`src/rtl/mwo_pkg.sv`:
```
// Shared types, register indexes and defaults for the mixed waveform oscillator.
package mwo_pkg;

  // Default widths of the phase accumulator and of one output sample
  localparam int PHASE_BITS_DEF  = 32;
  localparam int SAMPLE_BITS_DEF = 16;

  // Configuration port widths
  localparam int CFG_INDEX_BITS = 3;
  localparam int CFG_DATA_BITS  = 32;
  localparam int STEP_BITS      = 32;
  localparam int PW_BITS        = 17;

  // Pulse width is in units of 1/65536 of a cycle
  localparam int PW_FRAC_BITS = 16;
  localparam logic [PW_BITS-1:0] PW_FULL  = 17'd65536;
  localparam logic [PW_BITS-1:0] PW_RESET = 17'd32768;

  // Register indexes on the configuration port
  typedef enum logic [CFG_INDEX_BITS-1:0] {
    REG_PHASE_STEP  = 3'd0,
    REG_PULSE_WIDTH = 3'd1,
    REG_SAW_ON      = 3'd2,
    REG_SQUARE_ON   = 3'd3,
    REG_TRIANGLE_ON = 3'd4
  } reg_index_t;

  // Configuration as seen by the datapath
  typedef struct packed {
    logic [STEP_BITS-1:0] phase_step;
    logic [PW_BITS-1:0]   pulse_width;
    logic                 saw_on;
    logic                 square_on;
    logic                 triangle_on;
  } cfg_t;

endpackage

```
`src/rtl/mwo_cfg.sv`:
```
// Configuration register file of the mixed waveform oscillator.
module mwo_cfg
  import mwo_pkg::*;
(
  input  logic                      clk,
  input  logic                      rst,
  input  logic                      cfg_write,
  input  logic [CFG_INDEX_BITS-1:0] cfg_index,
  input  logic [CFG_DATA_BITS-1:0]  cfg_data,
  output cfg_t                      cfg
);

  // Write the addressed register; drop writes to unknown indexes
  always_ff @(posedge clk) begin
    if (rst) begin
      cfg.phase_step  <= '0;
      cfg.pulse_width <= PW_RESET;
      cfg.saw_on      <= 1'b0;
      cfg.square_on   <= 1'b0;
      cfg.triangle_on <= 1'b0;
    end else if (cfg_write) begin
      case (reg_index_t'(cfg_index))
        REG_PHASE_STEP:  cfg.phase_step  <= cfg_data[STEP_BITS-1:0];
        REG_PULSE_WIDTH: cfg.pulse_width <= cfg_data[PW_BITS-1:0];
        REG_SAW_ON:      cfg.saw_on      <= cfg_data[0];
        REG_SQUARE_ON:   cfg.square_on   <= cfg_data[0];
        REG_TRIANGLE_ON: cfg.triangle_on <= cfg_data[0];
        default: ;
      endcase
    end
  end

endmodule

```
`src/rtl/mwo_phase.sv`:
```
// Phase accumulator and input stage of the mixed waveform oscillator.
module mwo_phase
  import mwo_pkg::*;
#(
  parameter int PHASE_BITS = PHASE_BITS_DEF
) (
  input  logic                  clk,
  input  logic                  rst,
  input  logic                  in_valid,
  output logic                  in_stall,
  input  logic                  restart,
  input  logic [STEP_BITS-1:0]  phase_step,
  input  logic                  advance,
  output logic                  phase_valid,
  output logic [PHASE_BITS-1:0] phase
);

  localparam int SUM_BITS = (PHASE_BITS > STEP_BITS) ? PHASE_BITS : STEP_BITS;

  logic [PHASE_BITS-1:0] phase_accum;
  logic [PHASE_BITS-1:0] phase_cur;
  logic [SUM_BITS-1:0]   phase_sum;
  logic [PHASE_BITS-1:0] phase_accum_next;
  logic                  accept;

  // Hold the input while the staged item cannot move on
  assign in_stall = phase_valid && !advance;
  assign accept   = in_valid && !in_stall;

  // Restart zeroes the phase used for this item; the step wraps modulo the phase width
  assign phase_cur        = restart ? '0 : phase_accum;
  assign phase_sum        = SUM_BITS'(phase_cur) + SUM_BITS'(phase_step);
  assign phase_accum_next = phase_sum[PHASE_BITS-1:0];

  // Advance the accumulator and track the staged item
  always_ff @(posedge clk) begin
    if (rst) begin
      phase_accum <= '0;
      phase_valid <= 1'b0;
    end else if (accept) begin
      phase_accum <= phase_accum_next;
      phase_valid <= 1'b1;
    end else if (advance) begin
      phase_valid <= 1'b0;
    end
  end

  // Capture the phase of the accepted item
  always_ff @(posedge clk) begin
    if (accept) begin
      phase <= phase_cur;
    end
  end

endmodule

```
`src/rtl/mwo_mix.sv`:
```
// Waveform generation, mixing, scaling and output register.
module mwo_mix
  import mwo_pkg::*;
#(
  parameter int PHASE_BITS  = PHASE_BITS_DEF,
  parameter int SAMPLE_BITS = SAMPLE_BITS_DEF
) (
  input  logic                          clk,
  input  logic                          rst,
  input  cfg_t                          cfg,
  input  logic                          phase_valid,
  input  logic [PHASE_BITS-1:0]         phase,
  output logic                          advance,
  output logic                          out_valid,
  input  logic                          out_stall,
  output logic signed [SAMPLE_BITS-1:0] sample
);

  // Phase fraction bits used by saw and triangle
  localparam int TOP_BITS = SAMPLE_BITS + 1;
  localparam int EXT_BITS = (PHASE_BITS > TOP_BITS) ? PHASE_BITS : TOP_BITS;
  // Signed width of one wave and of a sum of three
  localparam int SUM_BITS = SAMPLE_BITS + 3;
  // Magnitude of a sum stays below 2^MAG_BITS
  localparam int MAG_BITS = SAMPLE_BITS + 1;
  // Reciprocal of three with enough fraction bits for exact floor
  localparam int RCP_BITS = MAG_BITS + 1;
  localparam int PROD_BITS = MAG_BITS + RCP_BITS;
  localparam logic [RCP_BITS-1:0] RCP3 = RCP_BITS'((2 ** RCP_BITS + 2) / 3);

  localparam logic signed [SUM_BITS-1:0] ONE       = SUM_BITS'(2 ** (SAMPLE_BITS - 1));
  localparam logic signed [SUM_BITS-1:0] THREE_ONE = SUM_BITS'(3 * 2 ** (SAMPLE_BITS - 1));
  localparam logic signed [SUM_BITS-1:0] MAX_POS   = ONE - SUM_BITS'(1);
  localparam logic signed [SUM_BITS-1:0] MAX_NEG   = -ONE;

  logic [EXT_BITS-1:0]        phase_ext;
  logic [TOP_BITS-1:0]        top;
  logic signed [SUM_BITS-1:0] top_s;
  logic signed [SUM_BITS-1:0] saw;
  logic signed [SUM_BITS-1:0] tri_wave;
  logic signed [SUM_BITS-1:0] square;
  logic [PW_BITS-1:0]         pw_clamp;
  logic [PHASE_BITS:0]        threshold;
  logic signed [SUM_BITS-1:0] sum;
  logic [1:0]                 count;
  logic                       neg;
  logic [SUM_BITS-1:0]        mag_full;
  logic [MAG_BITS-1:0]        mag;
  logic [PROD_BITS-1:0]       prod3;
  logic [MAG_BITS-1:0]        quot;
  logic signed [SUM_BITS-1:0] quot_s;
  logic signed [SUM_BITS-1:0] mixed;
  logic signed [SUM_BITS-1:0] clamped;

  // Take the top phase bits, padding on the right for a short phase
  assign phase_ext = EXT_BITS'(phase) << (EXT_BITS - PHASE_BITS);
  assign top       = phase_ext[EXT_BITS-1 -: TOP_BITS];
  assign top_s     = $signed({2'b00, top});

  // Saw rises from -1 to +1 over the cycle
  assign saw = $signed({3'b000, top[TOP_BITS-1:1]}) - ONE;

  // Triangle rises over the first half and falls over the second
  assign tri_wave = top[TOP_BITS-1] ? (THREE_ONE - top_s) : (top_s - ONE);

  // Square is high while the full phase is below the pulse width
  assign pw_clamp  = (cfg.pulse_width > PW_FULL) ? PW_FULL : cfg.pulse_width;
  assign threshold = (PHASE_BITS + 1)'(pw_clamp) << (PHASE_BITS - PW_FRAC_BITS);
  assign square    = ({1'b0, phase} < threshold) ? ONE : MAX_NEG;

  // Sum the enabled waves and count them
  assign sum = (cfg.saw_on      ? saw      : '0)
             + (cfg.square_on   ? square   : '0)
             + (cfg.triangle_on ? tri_wave : '0);
  assign count = 2'(cfg.saw_on) + 2'(cfg.square_on) + 2'(cfg.triangle_on);

  // Divide the magnitude so the quotient truncates toward zero
  assign neg      = sum[SUM_BITS-1];
  assign mag_full = neg ? $unsigned(-sum) : $unsigned(sum);
  assign mag      = mag_full[MAG_BITS-1:0];
  assign prod3    = PROD_BITS'(mag) * PROD_BITS'(RCP3);

  always_comb begin
    case (count)
      2'd2:    quot = mag >> 1;
      2'd3:    quot = prod3[PROD_BITS-1:RCP_BITS];
      default: quot = mag;
    endcase
  end

  assign quot_s = $signed({2'b00, quot});
  assign mixed  = neg ? -quot_s : quot_s;

  // Saturate at full scale
  always_comb begin
    if (mixed > MAX_POS) begin
      clamped = MAX_POS;
    end else if (mixed < MAX_NEG) begin
      clamped = MAX_NEG;
    end else begin
      clamped = mixed;
    end
  end

  // Load the output register whenever it is empty or being taken
  assign advance = !out_valid || !out_stall;

  always_ff @(posedge clk) begin
    if (rst) begin
      out_valid <= 1'b0;
    end else if (advance) begin
      out_valid <= phase_valid;
    end
  end

  always_ff @(posedge clk) begin
    if (advance && phase_valid) begin
      sample <= clamped[SAMPLE_BITS-1:0];
    end
  end

endmodule

```
`src/rtl/mixed_waveform_oscillator.sv`:
```
// Top level of the mixed waveform oscillator: saw, pulse and triangle mix from one NCO.
// Items pass the phase register, then the output register; one item per cycle while
// out_stall is low. The phase add sits in the input stage, the wave mix with its
// divide-by-three multiply sits between the phase and output registers.
// Reset (rst, synchronous): phase zero, no item staged, pulse width one half,
// phase step zero and all waves off.
module mixed_waveform_oscillator
  import mwo_pkg::*;
#(
  parameter int PHASE_BITS  = PHASE_BITS_DEF,
  parameter int SAMPLE_BITS = SAMPLE_BITS_DEF
) (
  input  logic                          clk,
  input  logic                          rst,
  input  logic                          cfg_write,
  input  logic [CFG_INDEX_BITS-1:0]     cfg_index,
  input  logic [CFG_DATA_BITS-1:0]      cfg_data,
  input  logic                          in_valid,
  output logic                          in_stall,
  input  logic                          restart,
  output logic                          out_valid,
  input  logic                          out_stall,
  output logic signed [SAMPLE_BITS-1:0] sample
);

  cfg_t                  cfg;
  logic                  advance;
  logic                  phase_valid;
  logic [PHASE_BITS-1:0] phase;

  mwo_cfg u_cfg (
    .clk       (clk),
    .rst       (rst),
    .cfg_write (cfg_write),
    .cfg_index (cfg_index),
    .cfg_data  (cfg_data),
    .cfg       (cfg)
  );

  mwo_phase #(
    .PHASE_BITS (PHASE_BITS)
  ) u_phase (
    .clk         (clk),
    .rst         (rst),
    .in_valid    (in_valid),
    .in_stall    (in_stall),
    .restart     (restart),
    .phase_step  (cfg.phase_step),
    .advance     (advance),
    .phase_valid (phase_valid),
    .phase       (phase)
  );

  mwo_mix #(
    .PHASE_BITS  (PHASE_BITS),
    .SAMPLE_BITS (SAMPLE_BITS)
  ) u_mix (
    .clk         (clk),
    .rst         (rst),
    .cfg         (cfg),
    .phase_valid (phase_valid),
    .phase       (phase),
    .advance     (advance),
    .out_valid   (out_valid),
    .out_stall   (out_stall),
    .sample      (sample)
  );

endmodule

```
`config.mk`:
```
export PLATFORM = sky130hd
export DESIGN_NAME = mixed_waveform_oscillator
export DESIGN_NICKNAME = d
export VERILOG_FILES = /design/src/rtl/mwo_pkg.sv /design/src/rtl/mwo_cfg.sv /design/src/rtl/mwo_phase.sv /design/src/rtl/mwo_mix.sv /design/src/rtl/mixed_waveform_oscillator.sv
export SDC_FILE = /design/constraint.sdc
export NUM_CORES = 1
export LEC_CHECK = 0
export ABC_AREA = 1
export BUFFER_PORTS_ARGS = -buffer_cell sky130_fd_sc_hd__buf_2
export CORE_ASPECT_RATIO = 1.2
export CORE_MARGIN = 3
export CORE_UTILIZATION = 55
export DETAILED_ROUTE_END_ITERATION = 12
export PLACE_DENSITY = 0.74
export SLEW_MARGIN = 20
export SYNTH_ARGS = -nofsm -noshare
export SYNTH_HDL_FRONTEND = slang
export SYNTH_SLANG_ARGS = --single-unit
```
`constraint.sdc`:
```
create_clock -name clk -period 18 [get_ports clk]
set_clock_uncertainty 0.1 [all_clocks]
set_input_delay 0.9 -clock clk [delete_from_list [all_inputs] [get_ports clk]]
set_output_delay 0.9 -clock clk [all_outputs]
set_load 0.01 [all_outputs]
```
==> insert_results.sql <==
INSERT INTO impl_metrics (metric_group, metric, value, unit) VALUES
('layout', 'regArea', '2713', 'um^2'),
('drt', 'wl_per_cell', '15.73', 'um'),
('logic_synthesis', 'asyncSetResetFlopFracSynth', '0', ''),
('global_route', 'grt_antenna_before_repair', '0', ''),
('logic_synthesis', 'yosys_most_used_dff', 'dfxtp_1', ''),
('worst_setup_path', 'worst_r2r_endpoint', 'u_mix.sample[0]', ''),
('logic_synthesis', 'synthesis.yosys.warnings', '0', ''),
('clock_tree', 'cts_tree', 'done', ''),
('global_route', 'maximum_number_of_pins_on_one_net_before_global_route_repair', '51', ''),
('placement', 'port_buffer_count', '58', ''),
('clock_tree', 'cts_root_buf', 'clkbuf_16', ''),
('logic_synthesis', 'synthDistinctLibCells', '56', ''),
('timing', 'final.setup.tns', '0', 'ns'),
('global_route', 'via_count_of_the_first_global_routing_pass', '13210', ''),
('logic_synthesis', 'synth_top_cells_by_count', '430 x inv_1, 327 x nand2_1, 231 x nor2_1, 212 x ha_1, 140 x a21oi_1', ''),
('drt', 'post-route-drc-count', '0', ''),
('run_status', 'outcome', 'finished clean', ''),
('drt', 'detailroute.via_count', '13010', ''),
('drt', 'vias_per_cell', '5.349', ''),
('floorplan', 'die_x', '155.6', 'um'),
('clock_tree', 'ctsHtreeMaxLevel', '4', ''),
('timing', 'fmax', '82.04', 'MHz'),
('logic_synthesis', 'syn-num-nets', '2389', ''),
('worst_setup_path', 'setup.worst_path.start_class', 'register', ''),
('layout', 'multi_input_area', '10230', 'um^2'),
('layout', 'fraction_of_final_layout_cells_with_drive_strength_greater_than_1', '0.07487', ''),
('timing', 'setup_repair_after_global_routing_missed_its_margin', 'no', ''),
('floorplan', 'start_util', '0.5607', ''),
('timing', 'drv_slew', '0', ''),
('floorplan', 'die_area', '28870', 'um^2'),
('floorplan', 'floorplan.rows', '65', ''),
('logic_synthesis', 'syn-mean-instance-area', '7.232', 'um^2'),
('layout', 'antenna-diode-count', '0', ''),
('timing', 'hold_violations', '0', ''),
('worst_setup_path', 'timing.critical_path.arrival', '12.26', 'ns'),
('logic_synthesis', 'synth_top_cell_area_share', '0.1795', ''),
('layout', 'layout.filler_cells', '2440', ''),
('logic_synthesis', 'syn-cell-area', '14770', 'um^2'),
('logic_synthesis', 'synth_sequential_area_ratio', '0.1836', ''),
('worst_setup_path', 'critical_path_class', 'reg -> reg', ''),
('worst_setup_path', 'critPathMaxStageDelay', '0.54', 'ns'),
('logic_synthesis', 'synth-edff-count', '33', ''),
('layout', 'finalCoreUtilization', '0.6050', ''),
('placement', 'routabilityCongestion', '0.9789', ''),
('drt', 'detail_route.first_pass.iterations', '6', ''),
('drt', 'postRouteAntennaNets', '0', ''),
('worst_setup_path', 'crit_start', 'u_cfg.cfg[15]', ''),
('logic_synthesis', 'ys_top_cells_by_area', 'ha_1 18%, fa_1 13%, dfxtp_1 12%', ''),
('global_route', 'grt.total_usage', '0.2711', ''),
('timing', 'worst_slew_pin_slew', '1.002', 'ns'),
('clock_tree', 'cts_max_path_buffers', '2', ''),
('power', 'irDropWorstVdd', '75.99', 'uV'),
('global_route', 'grt_first_pass_wirelength', '63.07', 'mm'),
('timing', 'fin_worst_hold_slack', '0.3531', 'ns'),
('placement', 'placed_wire_length_estimate', '32.21', 'mm'),
('worst_setup_path', 'reg2reg_setup_slack', '5.81', 'ns'),
('worst_setup_path', 'endpoint', 'u_mix.sample[0]', ''),
('logic_synthesis', 'yosys.cell_count.top_type', 'inv_1', ''),
('worst_setup_path', 'crit_top_cell', 'nand2_1', ''),
('layout', 'layout.nets', '2430', ''),
('hold_path', 'timing.hold.worst.class', 'reg -> reg', ''),
('clock_tree', 'clock_insertion_delay_worst_skew', '0.43', 'ns'),
('clock_tree', 'cts_inserted_buffers', '17', ''),
('clock_tree', 'clock_sink_count', '119', ''),
('floorplan', 'fp.dieH', '185.5', 'um'),
('worst_setup_path', 'cp.required', '18.08', 'ns'),
('worst_setup_path', 'timing.rr.start', 'u_cfg.cfg[15]', ''),
('floorplan', 'ioPinCount', '59', ''),
('worst_setup_path', 'critPathCaptureType', 'register', ''),
('global_route', 'gr-total-overflow', '0', ''),
('worst_setup_path', 'worst_path_max_fanout', '29', '');
==> kinds of logic (layout without fill, tap and decap cells) <==
family          Yosys count  count (layout)  share of synthesized area
buf+inv                 480             534                     0.1244
xor+xnor                 74              74                    0.04997
compound gates          342             342                     0.1259
flops                   119             119                     0.1836
fa+ha+maj               305             305                     0.3056
simple gates            723             723                     0.2105
==> worst max-delay path, delay by kind of cell (launching register included) <==
kind | cells | cell delay [ns]
compound gates | 10 | 1.71
xor+xnor | 1 | 0.50
fa+ha+maj | 10 | 4.44
buf+inv | 11 | 1.29
flops | 1 | 0.32
simple gates | 28 | 3.58
==> layout by cell type (no fill, tap or decap), types with 42 or more instances in the layout <==
cell type,count
a21oi_1,140
xor2_1,42
o21ai_0,138
inv_1,430
nand3_1,71
ha_1,212
dfxtp_1,86
nor2_1,231
fa_1,93
buf_2,58
nand2_1,326
==> cell type report <==
| type | instances | area share |
|---|---|---|
| clock buffers | 18 | 0.02825 |
| well taps | 335 | 0.02629 |
| inverters | 439 | 0.1034 |
| clock inverters | 14 | 0.009967 |
| repair buffers | 63 | 0.02056 |
| multi-input cells | 1444 | 0.6414 |
| flip-flops and latches | 119 | 0.1701 |
==> sequential cells by signal (all words and copies together) (netlist names) <==
name and cells:
u_phase.phase 17, u_cfg.cfg 52, u_mix.out_valid 1, u_phase.phase_accum 32, u_phase.phase_valid 1, u_mix.sample 16
==> through the flow <==
stage	total power [mW]	cell area, um^2	cells
floorplan	0.7226	14770	2043
global placement	0.8675	15330	2400
detailed placement	0.8782	15330	2400
CTS	1.232	15940	2432
global route	1.325	15940	2432
finish	1.226	15940	2432
==> metal layers <==
layer  global-route usage  vias to the layer above  wire length (um)
met5                    0                        -                 0
met4               0.1324                        0              1968
met3              0.02953                      104              1113
met2               0.5303                      307             20530
met1               0.2855                     6011             14640
li1                     -                     6587                 -
==> worst min path at each step <==
stage                           startpoint                      to  slack, ns  depth (start not counted)
floorplan           u_phase.phase_accum[0]  u_phase.phase_accum[0]       0.33                          2
global placement    u_phase.phase_accum[2]  u_phase.phase_accum[2]       0.34                          2
detailed placement  u_phase.phase_accum[2]  u_phase.phase_accum[2]       0.34                          2
CTS                 u_phase.phase_accum[2]  u_phase.phase_accum[2]       0.35                          2
global route        u_phase.phase_accum[2]  u_phase.phase_accum[2]       0.38                          2
finish              u_phase.phase_accum[2]  u_phase.phase_accum[2]       0.35                          2
==> power breakdown <==
group / switching, mW / internal, mW / leakage [nW]
clock: 0.133 / 0.215 / 0.296
combinational: 0.372 / 0.198 / 7.55
sequential: 0.0106 / 0.298 / 1.03
total: 0.516 / 0.711 / 8.87
Note: power is estimated with default switching activity, not from simulation.
